[config.mk]
export PLATFORM = sky130hd
export DESIGN_NAME = hex_text_memory_loader_unit
export DESIGN_NICKNAME = d
export VERILOG_FILES = /design/src/hdl/hxl_pkg.sv /design/src/hdl/hxl_front.sv /design/src/hdl/hxl_cmd_fifo.sv /design/src/hdl/hxl_back.sv /design/src/hdl/hex_text_memory_loader_unit.sv
export SDC_FILE = /design/constraint.sdc
export NUM_CORES = 1
export LEC_CHECK = 0
export ABC_AREA = 1
export BUFFER_PORTS_ARGS = -buffer_cell sky130_fd_sc_hd__buf_2
export CAP_MARGIN = 5
export CORE_MARGIN = 2
export CORE_UTILIZATION = 23
export CTS_BUF_LIST = sky130_fd_sc_hd__clkbuf_4 sky130_fd_sc_hd__clkbuf_8
export CTS_CLUSTER_DIAMETER = 40
export CTS_CLUSTER_SIZE = 8
export DETAILED_ROUTE_END_ITERATION = 16
export MAX_ROUTING_LAYER = met4
export PLACE_DENSITY = 0.38
export REMOVE_ABC_BUFFERS = 1
export SETUP_SLACK_MARGIN = 0.3
export SYNTH_ARGS = -nofsm -noshare
export SYNTH_HDL_FRONTEND = slang
export SYNTH_SLANG_ARGS = --single-unit
[constraint.sdc]
create_clock -name clk_i -period 3.5 [get_ports clk_i]
set_input_delay 0.525 -clock clk_i [delete_from_list [all_inputs] [get_ports clk_i]]
set_output_delay 0.525 -clock clk_i [all_outputs]
set_load 0.05 [all_outputs]
[src/hdl/hxl_pkg.sv]
// Shared types and constants of the hex text memory loader.
package hxl_pkg;

  localparam int unsigned ByteW    = 8;
  localparam int unsigned AddrW    = 16;
  localparam int unsigned WordW    = 16;
  localparam int unsigned SpanW    = 17;
  localparam int unsigned KindW    = 3;
  localparam int unsigned CfgIdxW  = 1;
  localparam int unsigned CfgDataW = 17;

  localparam logic [ByteW-1:0] CharDot    = 8'h2E;
  localparam logic [ByteW-1:0] CharEqual  = 8'h3D;
  localparam logic [ByteW-1:0] CharPcent  = 8'h25;
  localparam logic [ByteW-1:0] CharBang   = 8'h21;
  localparam logic [ByteW-1:0] CharComma  = 8'h2C;
  localparam logic [ByteW-1:0] CharSpace  = 8'h20;
  localparam logic [ByteW-1:0] CharTab    = 8'h09;
  localparam logic [ByteW-1:0] CharLf     = 8'h0A;
  localparam logic [ByteW-1:0] CharCr     = 8'h0D;
  localparam logic [ByteW-1:0] CharStep   = 8'h73;
  localparam logic [ByteW-1:0] CharGo     = 8'h67;
  localparam logic [AddrW-1:0] DumpMask   = 16'hFFF0;

  typedef enum logic [KindW-1:0] {
    KIND_WRITE = 3'd0,
    KIND_BREAK = 3'd1,
    KIND_DUMP  = 3'd2,
    KIND_CLEAR = 3'd3,
    KIND_START = 3'd4,
    KIND_END   = 3'd5
  } kind_e;

  typedef enum logic [2:0] {
    OP_WRITE = 3'd0,
    OP_LOAD  = 3'd1,
    OP_BREAK = 3'd2,
    OP_BANG  = 3'd3,
    OP_CLEAR = 3'd4,
    OP_START = 3'd5,
    OP_END   = 3'd6
  } op_e;

  typedef enum logic [CfgIdxW-1:0] {
    REG_RAM_BASE = 1'b0,
    REG_RAM_SPAN = 1'b1
  } cfg_reg_e;

  typedef struct packed {
    op_e              op;
    logic [WordW-1:0] value;
    logic             step;
  } cmd_t;

endpackage

[src/hdl/hxl_front.sv]
// Character parser that turns received text into loader commands.
module hxl_front (
  input  logic                      clk_i,
  input  logic                      rst_ni,
  input  logic                      push_i,
  input  logic [hxl_pkg::ByteW-1:0] in_byte_i,
  input  logic                      full_i,
  output logic                      cmd_valid_o,
  output hxl_pkg::cmd_t             cmd_o
);
  import hxl_pkg::*;

  typedef enum logic [2:0] {
    MODE_IDLE  = 3'b001,
    MODE_TOKEN = 3'b010,
    MODE_DONE  = 3'b100
  } mode_e;

  typedef enum logic [1:0] {
    TOK_DATA  = 2'd0,
    TOK_LOAD  = 2'd1,
    TOK_BREAK = 2'd2
  } tok_e;

  function automatic logic [4:0] hex_val(logic [ByteW-1:0] c);
    logic [ByteW-1:0] upper;
    upper = c & 8'hDF;
    if (c >= 8'h30 && c <= 8'h39) begin
      return {1'b1, c[3:0]};
    end else if (upper >= 8'h41 && upper <= 8'h46) begin
      return {1'b1, upper[3:0] + 4'd9};
    end
    return 5'd0;
  endfunction

  mode_e            mode_q, mode_d;
  tok_e             tok_q, tok_d;
  logic [1:0]       dots_q, dots_d;
  logic [WordW-1:0] accum_q, accum_d;
  logic             accept;
  logic [4:0]       hex;
  logic             is_space;

  assign accept   = push_i && !full_i;
  assign hex      = hex_val(in_byte_i);
  assign is_space = (in_byte_i == CharSpace) || (in_byte_i == CharTab) ||
                    (in_byte_i == CharLf) || (in_byte_i == CharCr);

  always_comb begin
    mode_d      = mode_q;
    tok_d       = tok_q;
    dots_d      = dots_q;
    accum_d     = accum_q;
    cmd_valid_o = 1'b0;
    cmd_o.op    = OP_WRITE;
    cmd_o.value = '0;
    cmd_o.step  = 1'b0;
    if (accept && mode_q != MODE_DONE) begin
      if (in_byte_i == CharDot) begin
        if (dots_q >= 2'd2) begin
          dots_d      = 2'd0;
          mode_d      = MODE_DONE;
          cmd_valid_o = 1'b1;
          cmd_o.op    = OP_END;
        end else begin
          dots_d = dots_q + 2'd1;
        end
      end else begin
        dots_d = 2'd0;
        unique case (mode_q)
          MODE_TOKEN: begin
            if (hex[4]) begin
              accum_d = {accum_q[WordW-5:0], hex[3:0]};
            end else begin
              cmd_valid_o = 1'b1;
              cmd_o.value = accum_q;
              unique case (tok_q)
                TOK_LOAD:  cmd_o.op = OP_LOAD;
                TOK_BREAK: cmd_o.op = OP_BREAK;
                default:   cmd_o.op = OP_WRITE;
              endcase
              accum_d = '0;
              mode_d  = MODE_IDLE;
            end
          end
          default: begin
            priority if (is_space) begin
              mode_d = MODE_IDLE;
            end else if (in_byte_i == CharBang) begin
              cmd_valid_o = 1'b1;
              cmd_o.op    = OP_BANG;
            end else if (in_byte_i == CharStep || in_byte_i == CharGo) begin
              cmd_valid_o = 1'b1;
              cmd_o.op    = OP_START;
              cmd_o.step  = (in_byte_i == CharStep);
              mode_d      = MODE_DONE;
            end else if (in_byte_i == CharComma) begin
              cmd_valid_o = 1'b1;
              cmd_o.op    = OP_CLEAR;
            end else if (in_byte_i == CharEqual || in_byte_i == CharPcent) begin
              tok_d   = (in_byte_i == CharEqual) ? TOK_LOAD : TOK_BREAK;
              accum_d = '0;
              mode_d  = MODE_TOKEN;
            end else if (hex[4]) begin
              tok_d   = TOK_DATA;
              accum_d = {{(WordW-4){1'b0}}, hex[3:0]};
              mode_d  = MODE_TOKEN;
            end else begin
              cmd_valid_o = 1'b1;
              cmd_o.op    = OP_WRITE;
              tok_d       = TOK_DATA;
              accum_d     = '0;
            end
          end
        endcase
      end
    end
  end

  always_ff @(posedge clk_i or negedge rst_ni) begin
    if (!rst_ni) begin
      mode_q  <= MODE_IDLE;
      tok_q   <= TOK_DATA;
      dots_q  <= 2'd0;
      accum_q <= '0;
    end else begin
      mode_q  <= mode_d;
      tok_q   <= tok_d;
      dots_q  <= dots_d;
      accum_q <= accum_d;
    end
  end

endmodule

[src/hdl/hxl_cmd_fifo.sv]
// Two-entry command queue between the parser and the executor.
module hxl_cmd_fifo (
  input  logic          clk_i,
  input  logic          rst_ni,
  input  logic          wr_i,
  input  hxl_pkg::cmd_t wdata_i,
  output logic          full_o,
  input  logic          rd_i,
  output logic          valid_o,
  output hxl_pkg::cmd_t rdata_o
);
  import hxl_pkg::*;

  cmd_t       mem_q [2];
  logic       wptr_q, rptr_q;
  logic [1:0] count_q, count_d;
  logic       do_wr, do_rd;

  assign full_o  = (count_q == 2'd2);
  assign valid_o = (count_q != 2'd0);
  assign rdata_o = mem_q[rptr_q];
  assign do_wr   = wr_i && !full_o;
  assign do_rd   = rd_i && valid_o;

  always_comb begin
    count_d = count_q;
    if (do_wr && !do_rd) begin
      count_d = count_q + 2'd1;
    end else if (do_rd && !do_wr) begin
      count_d = count_q - 2'd1;
    end
  end

  always_ff @(posedge clk_i) begin
    if (do_wr) begin
      mem_q[wptr_q] <= wdata_i;
    end
  end

  always_ff @(posedge clk_i or negedge rst_ni) begin
    if (!rst_ni) begin
      wptr_q  <= 1'b0;
      rptr_q  <= 1'b0;
      count_q <= 2'd0;
    end else begin
      count_q <= count_d;
      if (do_wr) begin
        wptr_q <= ~wptr_q;
      end
      if (do_rd) begin
        rptr_q <= ~rptr_q;
      end
    end
  end

endmodule

[src/hdl/hxl_back.sv]
// Command executor holding the load address, the marks and the result register.
module hxl_back (
  input  logic                         clk_i,
  input  logic                         rst_ni,
  input  logic                         cmd_valid_i,
  input  hxl_pkg::cmd_t                cmd_i,
  output logic                         cmd_rd_o,
  input  logic                         cfg_we_i,
  input  logic [hxl_pkg::CfgIdxW-1:0]  cfg_idx_i,
  input  logic [hxl_pkg::CfgDataW-1:0] cfg_wdata_i,
  input  logic                         pop_i,
  output logic                         empty_o,
  output logic [hxl_pkg::KindW-1:0]    kind_o,
  output logic [hxl_pkg::AddrW-1:0]    mem_address_o,
  output logic [hxl_pkg::WordW-1:0]    word_value_o,
  output logic                         step_mode_o
);
  import hxl_pkg::*;

  logic [AddrW-1:0] base_q, base_d;
  logic [SpanW-1:0] span_q, span_d;
  logic [AddrW-1:0] load_q, load_d;
  logic [AddrW-1:0] low_q, low_d;
  logic [AddrW-1:0] high_q, high_d;
  logic             out_valid_q, out_valid_d;
  kind_e            kind_q, kind_d;
  logic [AddrW-1:0] addr_q, addr_d;
  logic [WordW-1:0] word_q, word_d;
  logic             step_q, step_d;

  logic             fire;
  logic [AddrW-1:0] diff, next_addr;
  logic             in_win, wrap, dump_ok, do_write;
  logic [WordW-1:0] wdata;
  logic [17:0]      top_sum;

  assign empty_o       = !out_valid_q;
  assign kind_o        = kind_q;
  assign mem_address_o = addr_q;
  assign word_value_o  = word_q;
  assign step_mode_o   = step_q;

  assign fire     = cmd_valid_i && (!out_valid_q || pop_i);
  assign cmd_rd_o = fire;

  assign diff      = load_q - base_q;
  assign in_win    = (load_q >= base_q) && ({1'b0, diff} < span_q);
  assign next_addr = load_q + 16'd2;
  assign wrap      = next_addr < load_q;
  assign dump_ok   = low_q < high_q;
  assign do_write  = (cmd_i.op == OP_WRITE) || (cmd_i.op == OP_BANG && !dump_ok);
  assign wdata     = (cmd_i.op == OP_BANG) ? '0 : cmd_i.value;

  always_comb begin
    base_d = base_q;
    span_d = span_q;
    if (cfg_we_i) begin
      unique case (cfg_reg_e'(cfg_idx_i))
        REG_RAM_BASE: base_d = cfg_wdata_i[AddrW-1:0];
        REG_RAM_SPAN: span_d = cfg_wdata_i[SpanW-1:0];
        default:      base_d = base_q;
      endcase
    end
    top_sum = 18'(base_d) + 18'(span_d) - 18'd1;
  end

  always_comb begin
    load_d      = load_q;
    low_d       = low_q;
    high_d      = high_q;
    out_valid_d = out_valid_q && !pop_i;
    kind_d      = kind_q;
    addr_d      = addr_q;
    word_d      = word_q;
    step_d      = step_q;
    if (fire) begin
      kind_d = KIND_WRITE;
      addr_d = '0;
      word_d = '0;
      step_d = 1'b0;
      if (do_write) begin
        if (in_win) begin
          out_valid_d = 1'b1;
          addr_d      = load_q;
          word_d      = wdata;
          load_d      = next_addr;
          if (high_q < next_addr) begin
            high_d = next_addr;
          end
          if (wrap || load_q < low_q) begin
            low_d = load_q;
          end
        end
      end else begin
        unique case (cmd_i.op)
          OP_LOAD: begin
            load_d = cmd_i.value;
          end
          OP_BREAK: begin
            out_valid_d = 1'b1;
            kind_d      = KIND_BREAK;
            word_d      = cmd_i.value;
          end
          OP_BANG: begin
            out_valid_d = 1'b1;
            kind_d      = KIND_DUMP;
            addr_d      = low_q & DumpMask;
            word_d      = high_q;
          end
          OP_CLEAR: begin
            out_valid_d = 1'b1;
            kind_d      = KIND_CLEAR;
          end
          OP_START: begin
            out_valid_d = 1'b1;
            kind_d      = KIND_START;
            step_d      = cmd_i.step;
          end
          OP_END: begin
            out_valid_d = 1'b1;
            kind_d      = KIND_END;
          end
          default: begin
            load_d = load_q;
          end
        endcase
      end
    end
    if (cfg_we_i) begin
      low_d = top_sum[AddrW-1:0];
    end
  end

  always_ff @(posedge clk_i) begin
    kind_q <= kind_d;
    addr_q <= addr_d;
    word_q <= word_d;
    step_q <= step_d;
  end

  always_ff @(posedge clk_i or negedge rst_ni) begin
    if (!rst_ni) begin
      base_q      <= '0;
      span_q      <= 17'h10000;
      load_q      <= '0;
      low_q       <= 16'hFFFF;
      high_q      <= '0;
      out_valid_q <= 1'b0;
    end else begin
      base_q      <= base_d;
      span_q      <= span_d;
      load_q      <= load_d;
      low_q       <= low_d;
      high_q      <= high_d;
      out_valid_q <= out_valid_d;
    end
  end

endmodule

[src/hdl/hex_text_memory_loader_unit.sv]
// Top level of the hex text memory loader: parser, command queue and executor.
//
//   Channel   Handshake                   Payload
//   input     push_i / full_o             in_byte_i
//   result    pop_i / empty_o             kind_o, mem_address_o, word_value_o, step_mode_o
//   config    cfg_we_i                    cfg_idx_i, cfg_wdata_i
//
// One character is taken in every cycle unless full_o is high; the parser updates its
// state in the same cycle. Its command is written into the queue, then moved into the
// result register once that register is empty or is being popped.
// Reset empties the queue and the result register and restores all loader state.
// The queue holds two commands, so a stalled result side stops input only once both fill.
module hex_text_memory_loader_unit (
  input  logic                         clk_i,
  input  logic                         rst_ni,
  input  logic                         push_i,
  output logic                         full_o,
  input  logic [hxl_pkg::ByteW-1:0]    in_byte_i,
  output logic                         empty_o,
  input  logic                         pop_i,
  output logic [hxl_pkg::KindW-1:0]    kind_o,
  output logic [hxl_pkg::AddrW-1:0]    mem_address_o,
  output logic [hxl_pkg::WordW-1:0]    word_value_o,
  output logic                         step_mode_o,
  input  logic                         cfg_we_i,
  input  logic [hxl_pkg::CfgIdxW-1:0]  cfg_idx_i,
  input  logic [hxl_pkg::CfgDataW-1:0] cfg_wdata_i
);
  import hxl_pkg::*;

  logic cmd_wr, cmd_valid, cmd_rd;
  cmd_t cmd_in, cmd_out;

  hxl_front u_front (
    .clk_i       (clk_i),
    .rst_ni      (rst_ni),
    .push_i      (push_i),
    .in_byte_i   (in_byte_i),
    .full_i      (full_o),
    .cmd_valid_o (cmd_wr),
    .cmd_o       (cmd_in)
  );

  hxl_cmd_fifo u_cmd_fifo (
    .clk_i   (clk_i),
    .rst_ni  (rst_ni),
    .wr_i    (cmd_wr),
    .wdata_i (cmd_in),
    .full_o  (full_o),
    .rd_i    (cmd_rd),
    .valid_o (cmd_valid),
    .rdata_o (cmd_out)
  );

  hxl_back u_back (
    .clk_i         (clk_i),
    .rst_ni        (rst_ni),
    .cmd_valid_i   (cmd_valid),
    .cmd_i         (cmd_out),
    .cmd_rd_o      (cmd_rd),
    .cfg_we_i      (cfg_we_i),
    .cfg_idx_i     (cfg_idx_i),
    .cfg_wdata_i   (cfg_wdata_i),
    .pop_i         (pop_i),
    .empty_o       (empty_o),
    .kind_o        (kind_o),
    .mem_address_o (mem_address_o),
    .word_value_o  (word_value_o),
    .step_mode_o   (step_mode_o)
  );

endmodule
==> results.cfg, run 1 <==
[status]
status = complete, but fails checks
violations = negative setup slack

[power_and_ir_drop]
p_total_mw = 12.8
p_per_area_nw_per_um2 = 818
p_sw_mw = 6.42
vdd_drop_max_uv = 355
leakage_nw = 7.43
p_int_mw = 6.40
p_seq_frac = 0.280
p_sw_frac = 0.501
combinationalPowerShare = 0.602
pwr-share-clk = 0.118

[global_route]
grt_pass1_wl_um = 63500
grt_max_degree = 46
grt_pass1_vias = 11253
grt_usage = 0.153
grt_antenna_before_repair = 1
grt_overflow_total = 0

[die]
die_w_um = 236
coreArea_um2 = 52800
num_io_pins = 69
start_util = 0.234
die_h_um = 236
die_area_um2 = 55500
rows = 84

[cells_and_area]
postLayoutCoreUtil = 0.297
fin_nets = 1917
multi_input_area_um2 = 6840
ff_latch_area_um2 = 5040
fillers = 5698
diodes = 0
fin_cells = 2467
area_growth_pct = 26.9
fin_area_um2 = 15700
drive_gt1_frac = 0.216

[place]
placed_area_um2 = 14200
pre_cts_ws_ns = -0.385
portBuffers = 68
post-place-cells = 2409
gp_congestion = 0.862
post-dp-hpwl_um = 30600

[logic_synthesis]
synth.most_common_cell = nand2_1
ys_ff_latch = 185
synth_cell_types = 50
postSynthAreaPerCell_um2 = 7.71
ys_warn_count = 0
syn_area_um2 = 12300
netlist_top_cells_area = edfxtp_1 (18%), dfrtp_1 (18%), nand2_1 (13%)
yosys_most_used_dff = dfrtp_1
ys_seq_area_frac = 0.408
yosysTopAreaCell = edfxtp_1
synth_edf_count = 76
synthCells = 1601
yosys.area.top_type_share = 0.185
async_flop_share = 0.589
ys_top_cells_by_count = nand2_1 (442), inv_1 (248), ha_1 (118)

[drt]
avgRoutedWirePerCell_um = 16.1
routed_wl_um = 39800
viasPerCell = 4.36
first_pass_iters = 5
postRouteAntennaNets = 0
post-route-drc-count = 0
via_count = 10767
drtIter0Drc = 521

[timing]
skew_ns = 0.0225
slew_headroom = 0.500
tightest_slew_ns = 0.748
whs_ns = 0.188
fin_crit_sh = 1.01
fin_crit_ns = 3.53
fmax_mhz = 283
hold_violations = 0
rsz0062_at_grt = yes
fin_ws_ns = -0.0339
fin_tns_setup_ns = -0.302
setup_viol = 19
finalMaxSlewViolations = 0

[clocking]
cts_tree = built
clockRootBuffer = clkbuf_8
htreeDepth = 4
clock_sinks = 185
insertion_delay_ns = 0.58
cts_made_buffers = 17
clkTransAtPathRegs_ns = 0.10
cts.path.max_buffers = 2

[setup_path]
worst_path_max_delay_cell = dfrtp_1
critPathLaunchType = flip-flop
crit_family = simple AND/OR/NAND/NOR gates
crit_arrival_ns = 3.89
required_ns = 3.85
cp_max_fo = 7
critPathKind = flip-flop to flip-flop
crit_chain = ha_4 -> fa_2 -> o21ai_2 -> nand2_1 -> nand2_2 -> a21oi_2 -> o21ai_2 -> buf_4 -> xor2_1 -> ha_1 -> nand2_2 -> nor2_1 -> nand2_2 -> nor3b_4 -> nor2_4 -> buf_6 -> nand3_4 -> buf_6 -> buf_12 -> o22ai_4 -> buf_6
worst_path_largest_cell_delay_ns = 0.42
timing.critical_path.buf_inv = 5
worst_setup_path_end_kind = flip-flop

[run]
maxCapViolCount = 0

[hold_path]
hp-class = input pin to flip-flop
## logic make-up (layout without fill, tap and decap cells)
family / after synthesis / count (layout) / share of synthesized area
and+or+nand+nor: 703 / 703 / 0.242
adders and majority gates: 120 / 120 / 0.123
AOI/OAI and AO/OA: 272 / 272 / 0.118
xor gates and xnor gates: 22 / 22 / 0.0156
DFF: 185 / 185 / 0.408
buffers and inverters: 299 / 477 / 0.0935
## cell usage in the layout, fill, tap and decap left out, types with 11 or more instances in the layout
master,n
nor3_1,21
nand2_2,38
ha_1,109
o21ai_1,19
o21ai_2,25
a21oi_1,88
xor2_1,15
inv_2,13
buf_4,89
clkbuf_8,19
dfstp_2,18
nand4_1,31
buf_2,67
edfxtp_1,76
o21ai_0,89
inv_1,243
o22ai_4,11
nand2_1,400
nor2_1,83
nand3_1,84
dfrtp_1,86
## state kept, by name, summed over array words and instances, names as in the netlist
register              cells
u_back.kind_o             3
u_back.word_value_o      16
u_back.out_valid_q        1
u_back.load_q            16
u_cmd_fifo.wptr_q         1
u_back.high_q            16
u_cmd_fifo.count_q        2
u_back.base_q            16
u_front.tok_q             2
u_back.step_mode_o        1
u_back.mem_address_o     16
u_front.dots_q            2
u_front.mode_q            3
u_back.span_q            17
u_back.low_q             16
u_cmd_fifo.rptr_q         1
u_front.accum_q          16
u_cmd_fifo.mem_q         40
## worst min-delay path, cell delays in order
cell and delay, ns:
buf_2 0.09, nor2_1 0.09, a21oi_1 0.04
## power groups by stage
| stage | Combinational [mW] | Sequential [mW] | Clock [mW] |
|---|---|---|---|
| floorplan | 3.88 | 4.17 | 0 |
| global placement | 6.93 | 3.61 | 0 |
| detailed placement | 6.98 | 3.59 | 0 |
| CTS | 7.60 | 3.58 | 1.60 |
| global route | 8.73 | 3.67 | 1.67 |
| finish | 7.72 | 3.58 | 1.52 |
## final cells by class
cell class                      instances  share of cell area
Multi-Input combinational cell       1117               0.436
Sequential cell                       185               0.322
Timing Repair Buffer                  187               0.100
Inverter                              258              0.0618
Tap cell                              688              0.0550
Clock buffer                           21              0.0177
Clock inverter                         11             0.00711
## timing repair
| action | 4_1_cts | 5_1_grt |
|---|---|---|
| gates cloned | 6 | 2 |
| resized for setup | 118 | 57 |
| hold endpoints to repair | 27 | 0 |
| pin swaps | 29 | 24 |
| endpoints found under the setup margin | 80 | 80 |
| hold buffers | 1 | 0 |
| setup buffers | 12 | 5 |
## routing by layer
metal | share of wire | vias to the layer above | GRT usage
li1 | - | 5583 | -
met1 | 0.46 | 5047 | 0.185
met2 | 0.50 | 96 | 0.259
met3 | 0.021 | 41 | 0.0238
met4 | 0.018 | 0 | 0.0523
met5 | 0 | - | -
## final timing paths
check | cells after the start | slack, ns | endpoint | start
worst max-delay path | 21 | -0.03 | u_back.mem_address_o[11] | u_back.base_q[0]
worst min register to register | 2 | 0.48 | u_cmd_fifo.wptr_q | u_cmd_fifo.wptr_q
worst max register to register | 21 | -0.03 | u_back.mem_address_o[11] | u_back.base_q[0]
worst min-delay path | 3 | 0.19 | u_back.span_q[16] | cfg_wdata_i[16]
max in group asynchronous | 3 | 2.13 | u_back.span_q[16] | rst_ni
min in group asynchronous | 2 | 0.52 | u_back.span_q[3] | rst_ni
No activity file was read; power rests on OpenSTA's default activity.
==> run 2, diff against run 1 <==
--- a/config.mk
+++ b/config.mk
@@ -15,9 +15,9 @@
 export CTS_CLUSTER_SIZE = 8
 export DETAILED_ROUTE_END_ITERATION = 16
 export MAX_ROUTING_LAYER = met4
-export PLACE_DENSITY = 0.38
 export REMOVE_ABC_BUFFERS = 1
 export SETUP_SLACK_MARGIN = 0.3
+export SLEW_MARGIN = 25
 export SYNTH_ARGS = -nofsm -noshare
 export SYNTH_HDL_FRONTEND = slang
 export SYNTH_SLANG_ARGS = --single-unit
==> run 2 against run 1 <==
Effect of this change:
- the run still ends with negative setup slack left
- utilization down 1.4 points
- register-to-register slack is essentially flat
- clock power is 3% higher
- routed wire length shrank 10%
- sequential share of layout area grew 1.5 points
- critical path type unchanged
==> results.cfg, run 2 (synthesis results as in run 1) <==
[place]
placed_area_um2 = 14000
post-dp-hpwl_um = 27700
post-place-cells = 2392
portBuffers = 68
pre_cts_ws_ns = -0.390
gp_congestion = 0.902

[clocking]
htreeDepth = 4
ctsHoldBuffers = 0
insertion_delay_ns = 0.52
cts.path.max_buffers = 2
clkTransAtPathRegs_ns = 0.11
clock_sinks = 185
cts_made_buffers = 17
cts_tree = built
clockRootBuffer = clkbuf_8

[drt]
first_pass_iters = 5
avgRoutedWirePerCell_um = 14.6
postRouteAntennaNets = 0
post-route-drc-count = 0
via_count = 10907
viasPerCell = 4.47
highest_layer = met4
routed_wl_um = 35700
m1WireLength_um = 16600
met2_length_um = 16700
wl_met3_um = 1850
drtIter0Drc = 941

[setup_path]
reg2reg_to = u_back.mem_address_o[11]
r2r-start = u_back.load_q[1]
critPathLaunchType = flip-flop
r2r_cells = 22
worst_setup_path_end_kind = flip-flop
rrSetupSlack_ns = -0.04
worstSetupStartpoint = u_back.load_q[1]
required_ns = 3.79
critPathKind = flip-flop to flip-flop
endpoint = u_back.mem_address_o[11]
cp_max_fo = 6
crit_arrival_ns = 3.84

[timing]
fmax_mhz = 282
whs_ns = 0.114
fin_crit_sh = 1.01
fin_tns_setup_ns = -0.227
rsz0062_at_grt = yes
finalMaxSlewViolations = 0
setup_viol = 14
tightest_slew_ns = 0.923
hold_violations = 0
slew_headroom = 0.385
fin_crit_ns = 3.54
skew_ns = 0.0159
fin_ws_ns = -0.0441

[cells_and_area]
fin_cells = 2441
fin_nets = 1891
largest_reg_flops = 40
top_regs = u_cmd_fifo.mem_q: 40 flops, u_back.span_q: 17 flops
fillers = 5681
fin_area_um2 = 14900
postLayoutCoreUtil = 0.283
final_cell_mix = nand2_1 (422), inv_1 (245), ha_1 (111), o21ai_0 (90), a21oi_1 (88)
diodes = 0
layout_commonest_cell = nand2_1
multi_input_area_um2 = 6480
drive_gt1_frac = 0.175
area_growth_pct = 21.1
ff_latch_area_um2 = 5040
top_register = u_cmd_fifo.mem_q

[global_route]
grt_max_degree = 65
grt_pass1_vias = 10693
grt_overflow_total = 0
grt_usage = 0.133
grt_antenna_before_repair = 0
grt_pass1_wl_um = 56800

[power_and_ir_drop]
p_sw_frac = 0.503
combinationalPowerShare = 0.579
p_seq_frac = 0.294
p_sw_mw = 6.18
pwr-share-clk = 0.127
p_per_area_nw_per_um2 = 822
leakage_nw = 7.19
vdd_drop_max_uv = 359
p_total_mw = 12.3
p_int_mw = 6.11

[hold_path]
hp-class = input pin to async pin

[die]
die_h_um = 236
die_area_um2 = 55500
die_w_um = 236
start_util = 0.234
coreArea_um2 = 52800
num_io_pins = 69
rows = 84

[run]
maxCapViolCount = 0

[status]
violations = negative setup slack
status = complete, but fails checks
-- run 2: repair_timing --
item | CTS | global route
gates cloned | 2 | 2
setup buffers | 7 | 6
endpoints found under the setup margin | 80 | 80
pin swaps | 8 | 17
gates resized for setup | 44 | 42
-- run 2: worst max-delay path, stage by stage, from the launching register on --
cell	delay, ns
dfrtp_1	0.41
buf_6	0.14
ha_1	0.21
a21oi_2	0.20
o21ai_2	0.11
nand2_1	0.07
nand4_1	0.14
nand3_1	0.14
nand2_2	0.08
nand2_2	0.07
nand2_1	0.06
xor2_1	0.14
ha_1	0.30
nand2_1	0.07
nor2_2	0.14
nand2_2	0.09
nor3b_2	0.24
nor2_4	0.08
buf_4	0.14
nand3_4	0.11
buf_6	0.14
o22ai_1	0.08
buf_4	0.15
-- run 2: layer usage --
metal / vias to the layer above / global-route usage
met3: 40 / 0.0261
li1: 5525 / -
met1: 5058 / 0.171
met5: - / -
met4: 0 / 0.0330
met2: 284 / 0.213
-- run 2: how the worst min path moves through the flow --
stage / from / slack [ns] / endpoint
floorplan: rst_ni / 0.23 / u_back.base_q[0]
global placement: u_cmd_fifo.wptr_q / 0.46 / u_cmd_fifo.wptr_q
detailed placement: u_front.accum_q[9] / 0.47 / u_front.accum_q[9]
CTS: rst_ni / 0.12 / u_front.accum_q[15]
global route: rst_ni / 0.14 / u_front.accum_q[15]
finish: rst_ni / 0.11 / u_front.accum_q[15]
-- run 2: power by group through the flow --
stage	Sequential (mW)	Clock (mW)	Combinational, mW
CTS	3.59	1.60	6.93
floorplan	4.17	0	3.88
global placement	3.61	0	6.59
global route	3.68	1.69	7.99
finish	3.61	1.56	7.11
detailed placement	3.61	0	6.73
-- run 2: final cells by class --
class / count / area share
Clock inverter: 14 / 0.0120
Timing Repair Buffer: 161 / 0.0784
Multi-Input combinational cell: 1117 / 0.434
Clock buffer: 18 / 0.0166
Inverter: 258 / 0.0648
Tap cell: 688 / 0.0576
Sequential cell: 185 / 0.337
==> run 3, diff against run 2 <==
--- a/config.mk
+++ b/config.mk
@@ -15,6 +15,7 @@
 export CTS_CLUSTER_SIZE = 8
 export DETAILED_ROUTE_END_ITERATION = 16
 export MAX_ROUTING_LAYER = met4
+export PLACE_DENSITY_LB_ADDON = 0.3
 export REMOVE_ABC_BUFFERS = 1
 export SETUP_SLACK_MARGIN = 0.3
 export SLEW_MARGIN = 25
==> run 3 against run 2 <==
Effect of this change:
- maximum frequency increased by 0.86%
- combinational power increased by 2%
- largest cell class unchanged
- via count decreased by 0.76%
- critical endpoint is now u_back.word_value_o[12]
- register-to-register slack improved by 0.03 ns
- sequential power about the same
- largest power group unchanged
- the flow still finishes with violations (negative setup slack)
- sequential share of layout area decreased by 0.55 points
- count of clock-buffer cells in the layout increased by 2
- clock skew decreased by 0.0034 ns
==> results.cfg, run 3 (synthesis results as in run 1) <==
[cells_and_area]
drive_gt1_frac = 0.180
layout_commonest_cell = nand2_1
fin_nets = 1902
top_register = u_cmd_fifo.mem_q
fin_area_um2 = 15200
diodes = 0
multi_input_area_um2 = 6550
largest_reg_flops = 40
final_cell_mix = nand2_1 (424), inv_1 (245), ha_1 (111), dfrtp_1 (90), o21ai_0 (89)
top_regs = u_cmd_fifo.mem_q: 40 flops, u_back.span_q: 17 flops
ff_latch_area_um2 = 5030
area_growth_pct = 23.0
fillers = 5727

[clocking]
cts_made_buffers = 17
insertion_delay_ns = 0.51
htreeDepth = 4
clockRootBuffer = clkbuf_8
clock_sinks = 185
cts.path.max_buffers = 2
clkTransAtPathRegs_ns = 0.10
cts_tree = built

[status]
status = complete, but fails checks
violations = negative setup slack

[die]
num_io_pins = 69
die_h_um = 236
start_util = 0.234
die_area_um2 = 55500
die_w_um = 236
coreArea_um2 = 52800
rows = 84

[timing]
whs_ns = 0.260
fmax_mhz = 285
fin_crit_sh = 1.00
skew_ns = 0.0125
fin_tns_setup_ns = -0.0747
tightest_slew_ns = 0.696
fin_ws_ns = -0.0140
finalMaxSlewViolations = 0
hold_violations = 0
slew_headroom = 0.535
fin_crit_ns = 3.51
rsz0062_at_grt = yes
setup_viol = 9

[setup_path]
r2r-start = u_back.base_q[0]
critPathKind = flip-flop to flip-flop
crit_chain = ha_4 -> fa_2 -> o21ai_2 -> nand2_1 -> nand2_2 -> a21oi_2 -> o21ai_2 -> nand2_1 -> nand2_1 -> xor2_1 -> ha_1 -> nand2_1 -> nor2_2 -> nand2_1 -> nor3b_2 -> nor2_4 -> buf_4 -> nand3_4 -> buf_12 -> buf_4 -> o21ai_4
reg2reg_to = u_back.word_value_o[12]
required_ns = 3.76
crit_arrival_ns = 3.78
endpoint = u_back.word_value_o[12]
worstSetupStartpoint = u_back.base_q[0]
cp_max_fo = 8
cp_common_cell = nand2_1
rrSetupSlack_ns = -0.01
critPathLaunchType = flip-flop
worst_setup_path_end_kind = flip-flop
worst_path_max_delay_cell = dfrtp_1
worst_path_largest_cell_delay_ns = 0.42
r2r_cells = 21

[drt]
avgRoutedWirePerCell_um = 14.8
drtIter0Drc = 767
via_count = 10824
post-route-drc-count = 0
routed_wl_um = 36300
viasPerCell = 4.41
first_pass_iters = 5
postRouteAntennaNets = 0

[global_route]
grt_pass1_vias = 10775
grt_antenna_before_repair = 0
grt_pass1_wl_um = 58500
grt_max_degree = 86
grt_usage = 0.137
grt_overflow_total = 0

[place]
portBuffers = 68
post-dp-hpwl_um = 28000
placed_area_um2 = 14100
gp_congestion = 0.875

[hold_path]
hp-class = input pin to flip-flop
hold_start = cfg_wdata_i[16]

[power_and_ir_drop]
vdd_drop_max_uv = 316
leakage_nw = 7.28
p_per_area_nw_per_um2 = 818

[run]
maxCapViolCount = 0
## run 3: final cells by class
cell class / instances / area share
multi-input cells: 1117 / 0.431
flip-flops and latches: 185 / 0.332
repair buffers: 172 / 0.0893
inverters: 258 / 0.0638
well taps: 688 / 0.0567
clock buffers: 20 / 0.0173
clock inverters: 12 / 0.0101
## run 3: through the flow
stage | cells | setup slack [ns] | util | power [mW]
2_1_floorplan | 1560 | -0.630 | - | 8.05
3_3_place_gp | 2400 | -0.345 | 0.267 | 10.3
3_5_place_dp | 2400 | -0.405 | 0.267 | 10.4
4_1_cts | 2448 | -0.0918 | 0.285 | 12.4
5_1_grt | 2452 | -0.290 | 0.288 | 13.6
6_report | 2452 | -0.0140 | 0.288 | 12.4
## run 3: worst max-delay path, delay by kind of cell (launching register included)
| family | cells | cell delay [ns] |
|---|---|---|
| xor+xnor | 1 | 0.07 |
| buf+inv | 3 | 0.43 |
| compound gates | 4 | 0.42 |
| fa+ha+maj | 3 | 0.82 |
| simple gates | 10 | 1.11 |
| flops | 1 | 0.42 |
## run 3: repair_timing
action,4_1_cts,5_1_grt
buffers inserted,10,4
pin swaps,15,15
resized for setup,74,31
endpoints found under the setup margin,80,80
cloned,5,0
hold buffers,1,0
endpoints found under the hold margin,23,0
## run 3: power by group
| group | total (mW) | internal [mW] | switching, mW |
|---|---|---|---|
| clock network | 1.56 | 0.696 | 0.867 |
| logic | 7.25 | 2.51 | 4.74 |
| registers | 3.60 | 3.09 | 0.519 |
## run 3: how the worst min path moves through the flow
| stage | endpoint | slack [ns] | cells after the start |
|---|---|---|---|
| 2_1_floorplan | u_back.base_q[0] | 0.23 | 0 |
| 3_3_place_gp | u_cmd_fifo.wptr_q | 0.45 | 2 |
| 3_5_place_dp | u_cmd_fifo.wptr_q | 0.46 | 2 |
| 4_1_cts | u_back.span_q[16] | 0.21 | 3 |
| 5_1_grt | u_back.span_q[16] | 0.25 | 3 |
| 6_report | u_back.span_q[16] | 0.26 | 3 |
## run 3: routing by layer
layer,up-vias,GRT usage,part of all wire
li1,5538,-,-
met3,30,0.0183,0.032
met2,201,0.231,0.49
met1,5055,0.174,0.47
met4,0,0.0309,0.013
met5,-,-,0
